## config.mk

```make
export PLATFORM = sky130hd
export DESIGN_NAME = int128_divider_rounding_modes
export DESIGN_NICKNAME = d
export VERILOG_FILES = /design/src/design/i128div_pkg.sv /design/src/design/int128_divider_rounding_modes.sv /design/src/design/i128div_front.sv /design/src/design/i128div_fifo.sv /design/src/design/i128div_core.sv
export SDC_FILE = /design/constraint.sdc
export NUM_CORES = 2
export LEC_CHECK = 0
export ABC_CLOCK_PERIOD_IN_PS = 17300
export BUFFER_PORTS_ARGS = -buffer_cell sky130_fd_sc_hd__buf_2
export CORE_ASPECT_RATIO = 0.8
export CORE_MARGIN = 3
export CORE_UTILIZATION = 40
export DETAILED_ROUTE_END_ITERATION = 16
export PLACE_DENSITY_LB_ADDON = 0.1
export SYNTH_ARGS = -nofsm -noshare
export SYNTH_HDL_FRONTEND = slang
export SYNTH_SLANG_ARGS = --single-unit
```

## constraint.sdc

```tcl
create_clock -name clock -period 17.3 [get_ports clock]
set_clock_uncertainty 0.05 [all_clocks]
set_input_delay 1.73 -clock clock [delete_from_list [all_inputs] [get_ports clock]]
set_output_delay 1.73 -clock clock [all_outputs]
set_load 0.01 [all_outputs]
```

## src/design/i128div_pkg.sv

```systemverilog
// Shared types and constants for the 128-bit divider with rounding modes.
`timescale 1ns / 1ps
package i128div_pkg;

   localparam int WORD_W = 128;
   localparam int HALF_W = 64;
   localparam int STEP_W = $clog2(WORD_W);
   localparam int QUEUE_DEPTH_DEF = 2;

   localparam logic OP_DIV = 1'b0;
   localparam logic OP_REM = 1'b1;

   localparam logic [1:0] ROUND_TRUNC = 2'd0;
   localparam logic [1:0] ROUND_HALF  = 2'd1;
   localparam logic [1:0] ROUND_AWAY  = 2'd2;

   localparam logic STATUS_OK       = 1'b0;
   localparam logic STATUS_DIV_ZERO = 1'b1;

   typedef struct packed {
      logic              op;
      logic [1:0]        mode;
      logic              negative;
      logic              div_zero;
      logic [WORD_W-1:0] num;
      logic [WORD_W-1:0] den;
   } entry_type;

   typedef enum logic [2:0] {
      CORE_IDLE,
      CORE_DIVIDE,
      CORE_ROUND,
      CORE_SIGN,
      CORE_DONE
   } core_state_type;

endpackage

```

## src/design/int128_divider_rounding_modes.sv

```systemverilog
// Top level of the 128-bit divider with rounding modes.
// Path of a request: registered in the front end, written to the queue, loaded by the core,
// then 128 shift-subtract steps, a rounding step and a sign fix-up step.
// The single restoring divide core works on one request at a time; others wait in the queue.
// Divide by zero skips the loop.
// Reset: synchronous, active high; empties the queue and returns the core to idle.
`timescale 1ns / 1ps
module int128_divider_rounding_modes
   import i128div_pkg::*;
#(
   parameter int QUEUE_DEPTH = QUEUE_DEPTH_DEF
) (
   input  logic              clock,
   input  logic              reset,
   input  logic              req_valid,
   output logic              req_stall,
   input  logic              req_type,
   input  logic              req_is_signed,
   input  logic [1:0]        req_rounding_mode,
   input  logic [HALF_W-1:0] req_dividend_lo,
   input  logic [HALF_W-1:0] req_dividend_hi,
   input  logic [HALF_W-1:0] req_divisor_lo,
   input  logic [HALF_W-1:0] req_divisor_hi,
   output logic              rsp_valid,
   input  logic              rsp_stall,
   output logic [HALF_W-1:0] rsp_result_lo,
   output logic [HALF_W-1:0] rsp_result_hi,
   output logic              rsp_status
);

   logic      push, pop, queue_full, queue_empty;
   entry_type push_entry, pop_entry;

   i128div_front u_front (
      .clock             (clock),
      .reset             (reset),
      .req_valid         (req_valid),
      .req_stall         (req_stall),
      .req_type          (req_type),
      .req_is_signed     (req_is_signed),
      .req_rounding_mode (req_rounding_mode),
      .req_dividend_lo   (req_dividend_lo),
      .req_dividend_hi   (req_dividend_hi),
      .req_divisor_lo    (req_divisor_lo),
      .req_divisor_hi    (req_divisor_hi),
      .queue_full        (queue_full),
      .push              (push),
      .push_entry        (push_entry)
   );

   i128div_fifo #(
      .DEPTH (QUEUE_DEPTH)
   ) u_fifo (
      .clock      (clock),
      .reset      (reset),
      .push       (push),
      .push_entry (push_entry),
      .pop        (pop),
      .pop_entry  (pop_entry),
      .full       (queue_full),
      .empty      (queue_empty)
   );

   i128div_core u_core (
      .clock         (clock),
      .reset         (reset),
      .queue_empty   (queue_empty),
      .queue_entry   (pop_entry),
      .pop           (pop),
      .rsp_valid     (rsp_valid),
      .rsp_stall     (rsp_stall),
      .rsp_result_lo (rsp_result_lo),
      .rsp_result_hi (rsp_result_hi),
      .rsp_status    (rsp_status)
   );

endmodule

```

## src/design/i128div_front.sv

```systemverilog
// Request front end: registers a request, takes magnitudes for a signed divide and flags a zero divisor.
`timescale 1ns / 1ps
module i128div_front
   import i128div_pkg::*;
(
   input  logic                clock,
   input  logic                reset,
   input  logic                req_valid,
   output logic                req_stall,
   input  logic                req_type,
   input  logic                req_is_signed,
   input  logic [1:0]          req_rounding_mode,
   input  logic [HALF_W-1:0]   req_dividend_lo,
   input  logic [HALF_W-1:0]   req_dividend_hi,
   input  logic [HALF_W-1:0]   req_divisor_lo,
   input  logic [HALF_W-1:0]   req_divisor_hi,
   input  logic                queue_full,
   output logic                push,
   output entry_type           push_entry
);

   logic              valid_ff, valid_in;
   entry_type         entry_ff, entry_in;
   logic              accept;
   logic [WORD_W-1:0] num_raw, den_raw;
   logic              num_neg, den_neg, signed_div;

   assign accept    = req_valid & ~req_stall;
   assign push      = valid_ff & ~queue_full;
   assign req_stall = valid_ff & queue_full;
   assign valid_in  = accept | (valid_ff & ~push);

   always_comb begin
      num_raw    = {req_dividend_hi, req_dividend_lo};
      den_raw    = {req_divisor_hi, req_divisor_lo};
      signed_div = (req_type == OP_DIV) & req_is_signed;
      num_neg    = signed_div & num_raw[WORD_W-1];
      den_neg    = signed_div & den_raw[WORD_W-1];
      entry_in.op       = req_type;
      entry_in.mode     = req_rounding_mode;
      entry_in.negative = num_neg ^ den_neg;
      entry_in.div_zero = (den_raw == '0);
      entry_in.num      = num_neg ? (~num_raw + WORD_W'(1)) : num_raw;
      entry_in.den      = den_neg ? (~den_raw + WORD_W'(1)) : den_raw;
   end

   always_ff @(posedge clock) begin
      if (reset) begin
         valid_ff <= 1'b0;
      end else begin
         valid_ff <= valid_in;
      end
   end

   always_ff @(posedge clock) begin
      if (accept) begin
         entry_ff <= entry_in;
      end
   end

   assign push_entry = entry_ff;

endmodule

```

## src/design/i128div_fifo.sv

```systemverilog
// Short request queue between the front end and the divide core.
`timescale 1ns / 1ps
module i128div_fifo
   import i128div_pkg::*;
#(
   parameter int DEPTH = QUEUE_DEPTH_DEF
) (
   input  logic      clock,
   input  logic      reset,
   input  logic      push,
   input  entry_type push_entry,
   input  logic      pop,
   output entry_type pop_entry,
   output logic      full,
   output logic      empty
);

   localparam int PTR_W = (DEPTH > 1) ? $clog2(DEPTH) : 1;
   localparam int CNT_W = $clog2(DEPTH + 1);

   entry_type        slot_ff [DEPTH];
   logic [PTR_W-1:0] wr_ptr_ff, wr_ptr_in;
   logic [PTR_W-1:0] rd_ptr_ff, rd_ptr_in;
   logic [CNT_W-1:0] count_ff, count_in;

   function automatic logic [PTR_W-1:0] next_ptr(input logic [PTR_W-1:0] ptr);
      logic [PTR_W-1:0] res;
      if (ptr == PTR_W'(DEPTH - 1)) begin
         res = '0;
      end else begin
         res = ptr + PTR_W'(1);
      end
      return res;
   endfunction

   assign full      = (count_ff == CNT_W'(DEPTH));
   assign empty     = (count_ff == '0);
   assign pop_entry = slot_ff[rd_ptr_ff];

   always_comb begin
      wr_ptr_in = push ? next_ptr(wr_ptr_ff) : wr_ptr_ff;
      rd_ptr_in = pop ? next_ptr(rd_ptr_ff) : rd_ptr_ff;
      count_in  = count_ff;
      if (push & ~pop) begin
         count_in = count_ff + CNT_W'(1);
      end else if (pop & ~push) begin
         count_in = count_ff - CNT_W'(1);
      end
   end

   always_ff @(posedge clock) begin
      if (reset) begin
         wr_ptr_ff <= '0;
         rd_ptr_ff <= '0;
         count_ff  <= '0;
      end else begin
         wr_ptr_ff <= wr_ptr_in;
         rd_ptr_ff <= rd_ptr_in;
         count_ff  <= count_in;
      end
   end

   always_ff @(posedge clock) begin
      if (push) begin
         slot_ff[wr_ptr_ff] <= push_entry;
      end
   end

`ifndef SYNTHESIS
   a_no_overflow: assert property (@(posedge clock) disable iff (reset)
      push & full |-> pop)
      else $error("queue push while full");
   a_no_underflow: assert property (@(posedge clock) disable iff (reset)
      pop |-> !empty)
      else $error("queue pop while empty");
`endif

endmodule

```

## src/design/i128div_core.sv

```systemverilog
// Divide core: restoring shift-subtract over 128 steps, then rounding and sign fix-up.
`timescale 1ns / 1ps
module i128div_core
   import i128div_pkg::*;
(
   input  logic                clock,
   input  logic                reset,
   input  logic                queue_empty,
   input  entry_type           queue_entry,
   output logic                pop,
   output logic                rsp_valid,
   input  logic                rsp_stall,
   output logic [HALF_W-1:0]   rsp_result_lo,
   output logic [HALF_W-1:0]   rsp_result_hi,
   output logic                rsp_status
);

   core_state_type    state_ff, state_in;
   logic [WORD_W-1:0] num_ff, rem_ff, den_ff;
   logic [STEP_W-1:0] cnt_ff;
   logic              op_ff, negative_ff, status_ff;
   logic [1:0]        mode_ff;

   logic [WORD_W:0]   shifted;
   logic [WORD_W+1:0] diff;
   logic              ge;
   logic [WORD_W:0]   dbl;
   logic              half_ge, inc;
   logic [WORD_W-1:0] quo_round;

   always_comb begin
      shifted = {rem_ff, num_ff[WORD_W-1]};
      diff    = {1'b0, shifted} - {2'b00, den_ff};
      ge      = ~diff[WORD_W+1];
      dbl     = {rem_ff, 1'b0};
      half_ge = (dbl >= {1'b0, den_ff});
      case (mode_ff)
         ROUND_HALF: inc = half_ge;
         ROUND_AWAY: inc = (rem_ff != '0);
         default:    inc = 1'b0;
      endcase
      quo_round = num_ff + WORD_W'(inc);
   end

   // next state
   always_comb begin
      state_in = state_ff;
      case (state_ff)
         CORE_IDLE: begin
            if (!queue_empty) begin
               state_in = queue_entry.div_zero ? CORE_DONE : CORE_DIVIDE;
            end
         end
         CORE_DIVIDE: begin
            if (cnt_ff == '0) begin
               state_in = CORE_ROUND;
            end
         end
         CORE_ROUND: state_in = CORE_SIGN;
         CORE_SIGN:  state_in = CORE_DONE;
         CORE_DONE: begin
            if (!rsp_stall) begin
               state_in = CORE_IDLE;
            end
         end
         default: state_in = CORE_IDLE;
      endcase
   end

   // outputs
   always_comb begin
      pop       = 1'b0;
      rsp_valid = 1'b0;
      case (state_ff)
         CORE_IDLE: pop = ~queue_empty;
         CORE_DONE: rsp_valid = 1'b1;
         default: begin
            pop       = 1'b0;
            rsp_valid = 1'b0;
         end
      endcase
   end

   always_ff @(posedge clock) begin
      if (reset) begin
         state_ff <= CORE_IDLE;
      end else begin
         state_ff <= state_in;
      end
   end

   always_ff @(posedge clock) begin
      case (state_ff)
         CORE_IDLE: begin
            if (!queue_empty) begin
               num_ff      <= queue_entry.div_zero ? '0 : queue_entry.num;
               den_ff      <= queue_entry.den;
               rem_ff      <= '0;
               cnt_ff      <= STEP_W'(WORD_W - 1);
               op_ff       <= queue_entry.op;
               mode_ff     <= queue_entry.mode;
               negative_ff <= queue_entry.negative;
               status_ff   <= queue_entry.div_zero ? STATUS_DIV_ZERO : STATUS_OK;
            end
         end
         CORE_DIVIDE: begin
            rem_ff <= ge ? diff[WORD_W-1:0] : shifted[WORD_W-1:0];
            num_ff <= {num_ff[WORD_W-2:0], ge};
            cnt_ff <= cnt_ff - STEP_W'(1);
         end
         CORE_ROUND: begin
            num_ff <= (op_ff == OP_REM) ? rem_ff : quo_round;
         end
         CORE_SIGN: begin
            if (negative_ff && op_ff == OP_DIV) begin
               num_ff <= ~num_ff + WORD_W'(1);
            end
         end
         default: begin
         end
      endcase
   end

   assign rsp_result_lo = num_ff[HALF_W-1:0];
   assign rsp_result_hi = num_ff[WORD_W-1:HALF_W];
   assign rsp_status    = status_ff;

`ifndef SYNTHESIS
   a_zero_result: assert property (@(posedge clock) disable iff (reset)
      rsp_valid && rsp_status == STATUS_DIV_ZERO |-> num_ff == '0)
      else $error("divide by zero result not zero");
   a_last_step: assert property (@(posedge clock) disable iff (reset)
      state_ff == CORE_DIVIDE && cnt_ff == '0 |=> state_ff == CORE_ROUND)
      else $error("divide loop did not end after last step");
   a_rem_bound: assert property (@(posedge clock) disable iff (reset)
      state_ff == CORE_ROUND |-> rem_ff < den_ff)
      else $error("partial remainder not below divisor");
`endif

endmodule
```

==> metrics.txt <==
sequential area share after synthesis 54.67%; Distinct cells, synth 89; initial antenna violation count 0; RSZ-0062 raised after global routing no; CTS tree done; period utilization 48.36%; Post-CTS Setup Bufs 0; CTS resizes 0; CTS max path bufs 3; Final Hold Fails 0; post-DR wirelength/cell 25.93 um; Worst setup SP type register; Top delay family on crit path simple AND/OR/NAND/NOR gates; GRT Total Usage 25.21%; Final nets 6596; H-tree depth 3; via count between 40000 and 50000; DR pass1 iterations 9; grt met3 use 3.802%; asr flop ratio synth 0%; hold_ws 0.3722 ns; # Max-Cap Violations 0; Fillers 15140; clock net sink count 1188; reg-to-reg setup timing slack 8.93 ns; Synth warnings 0; number of routed nets with antenna violations 0; Die Span Y 366.8 um; WS Path Type reg2reg; top cells by area, synth edfxtp_1 54%, xnor2_1 4.2%, a21oi_1 4.0%, mux2_2 3.7%, xor2_1 3.6%; min cycle time layout 8.366 ns; die area between 150000 and 200000 um^2; top-count cell post-synth edfxtp_1; Worst Path Buf+Inv 1; vias in the first global route 47010; largest net degree at the start of global routing 154; starting density of the core 40.56%; grt met1 use 32.92%; crit-path cells ha_1 > nand2_1 > nor2_1 > nand2_1 > nor4_1 > nand2_1 > o211ai_1 > o21ai_0 > a21oi_1 > ha_1 > nand4_1 > nor4_1 > buf_4 > nand3b_1 > nor2_1 > nand2_1 > nor4_1 > nand4_1 > xor2_1 > nor2_1 > a21oi_1 > o21ai_0; Worst setup EP type register; leakage 24.91 nW; Post-synth EDFFs 1179; Setup-failing EPs final 0; Remaining DRCs 0; Pins Over Slew Limit 0; total negative setup slack 0 ns; first-pass GRT wire length 317500 um; Cell Area, Synth between 60000 and 70000 um^2; CTS Buf Count 120; Die Wd around 460 um; HPWL after detailed placement 163200 um; I/O Pins 395; Slew headroom 24.21%; Syn Nets 6379; CP max-delay cell nor4_1; share of layout cells above drive strength 1 between 10% and 20%; status completed; GRT Residual Overflow 0; synthesis-to-layout area growth 11.85%; Sequential cell area roughly 36000 um^2; Clock Latency Late Sink between 0.7 and 0.8 ns; fmax 0.1195 GHz; VDD IR max 0.2176 mV; busiest grt layer met2; PortBufs 394; Total Routed Length 218400 um; critical-path maximum fanout 7; clk slew on worst S/H paths 0.07 ns; worst slew pin tran roughly 1.1 ns; Yosys reg bits 1188; pwr dens 197.0 nW/um^2; Power Total between 10 and 15 mW; area of the multi-input gates roughly 27000 um^2; hold-fix buffer count after cts 0; most used flip-flop cell after synthesis edfxtp_1; cell taking the most area after synthesis edfxtp_1; met2 usage between 40% and 50%; syn_area_per_cell 10.89 um^2; vias per std cell 5.790; max incr delay on CP 0.98 ns; row cnt 131; First DRT Iteration DRCs 4497; Post-Synthesis Cells about 6000; Yosys top cell area share ~54%; clk root buf clkbuf_16; Hold Crit Class reg2reg; top post-synthesis cells by count 1179 x edfxtp_1, 529 x nand2_1, 514 x a21oi_1; WP data arrival 8.77 ns; CP dominant cell by count nand2_1; RD Place Congestion 0.9321; core area 160500 um^2; Critical Path RT around 18 ns
==> area by class of cell <==
type | count | area share (%)
sequential | 1188 | 48.89
multi-input combinational | 4217 | 37.66
clock buffer | 143 | 4.331
tap | 2128 | 3.658
timing repair buffer | 453 | 3.369
inverter | 213 | 1.105
clock inverter | 80 | 0.9883
antenna | 1 | 0.003438
==> report_power, final <==
group / total, mW / switching [mW] / internal, mW / leakage, nW
registers: 5.15 / 0.914 / 4.23 / 11.2
clock network: 2.60 / 1.15 / 1.45 / 1.87
logic: 6.59 / 4.42 / 2.17 / 11.8
total: 14.3 / 6.48 / 7.86 / 24.9
==> worst paths after layout <==
check	start	end	depth (start not counted)
worst max-delay path	u_core.rem_ff[108]	u_core.num_ff[116]	22
worst min register to register	u_front.push_entry[84]	u_fifo.slot_ff[0][84]	0
worst min-delay path	u_front.push_entry[84]	u_fifo.slot_ff[0][84]	0
worst max register to register	u_core.rem_ff[108]	u_core.num_ff[116]	22
==> cell usage in the layout (no fill, tap or decap), types with 39 or more instances in the layout <==
master	count
edfxtp_1	1179
nand2_1	526
a21oi_1	514
nor2_1	480
buf_2	394
o21ai_0	339
xnor2_1	312
xor2_1	268
mux2_2	213
inv_1	212
nor3_1	159
ha_1	138
nand4_1	130
clkbuf_16	123
nand3_1	122
nor4_1	111
or3_1	91
a222oi_1	77
buf_4	56
mux2i_1	54
o31ai_1	53
a21o_1	51
or4_1	48
a211oi_1	40
a221oi_1	39
==> cells by family after synthesis <==
kind of cell / Yosys count / synth area share (%)
flops: 1188 / 54.67
fa+ha+maj: 139 / 2.684
xor+xnor: 580 / 7.805
buf+inv: 571 / 3.349
compound gates: 1338 / 12.63
mux: 267 / 4.516
simple gates: 1893 / 14.34
==> registers in the layout, indices dropped and copies added, names as in the netlist, named ones only <==
name	cells
u_fifo.wr_ptr_ff	1
u_core.cnt_ff	7
u_core.rsp_status	1
u_core.op_ff	1
u_fifo.slot_ff	522
u_core.state_ff	3
u_core.mode_ff	2
u_front.push_entry	261
u_core.num_ff	128
u_core.negative_ff	1
u_core.rem_ff	128
u_fifo.rd_ptr_ff	1
u_core.den_ff	128
u_front.valid_ff	1
u_fifo.count_ff	2
==> metal layers <==
metal | routed length, um | part of all wire, %
met4 | 6091 | 2.8
met5 | 0 | 0
met2 | 109100 | 50
met1 | 91510 | 42
met3 | 11760 | 5.4
==> through the flow <==
step           cell area, um^2  util [%]  std cells  setup WS (ns)
3_3_place_gp             68910     42.95       8199          8.978
6_report                 72800     45.37       8423          8.934
4_1_cts                  72790     45.36       8422          8.908
2_1_floorplan            65080         -       5976          3.373
3_5_place_dp             68910     42.95       8199          8.934
5_1_grt                  72790     45.36       8422          8.523
No activity file was read; power rests on OpenSTA's default activity.
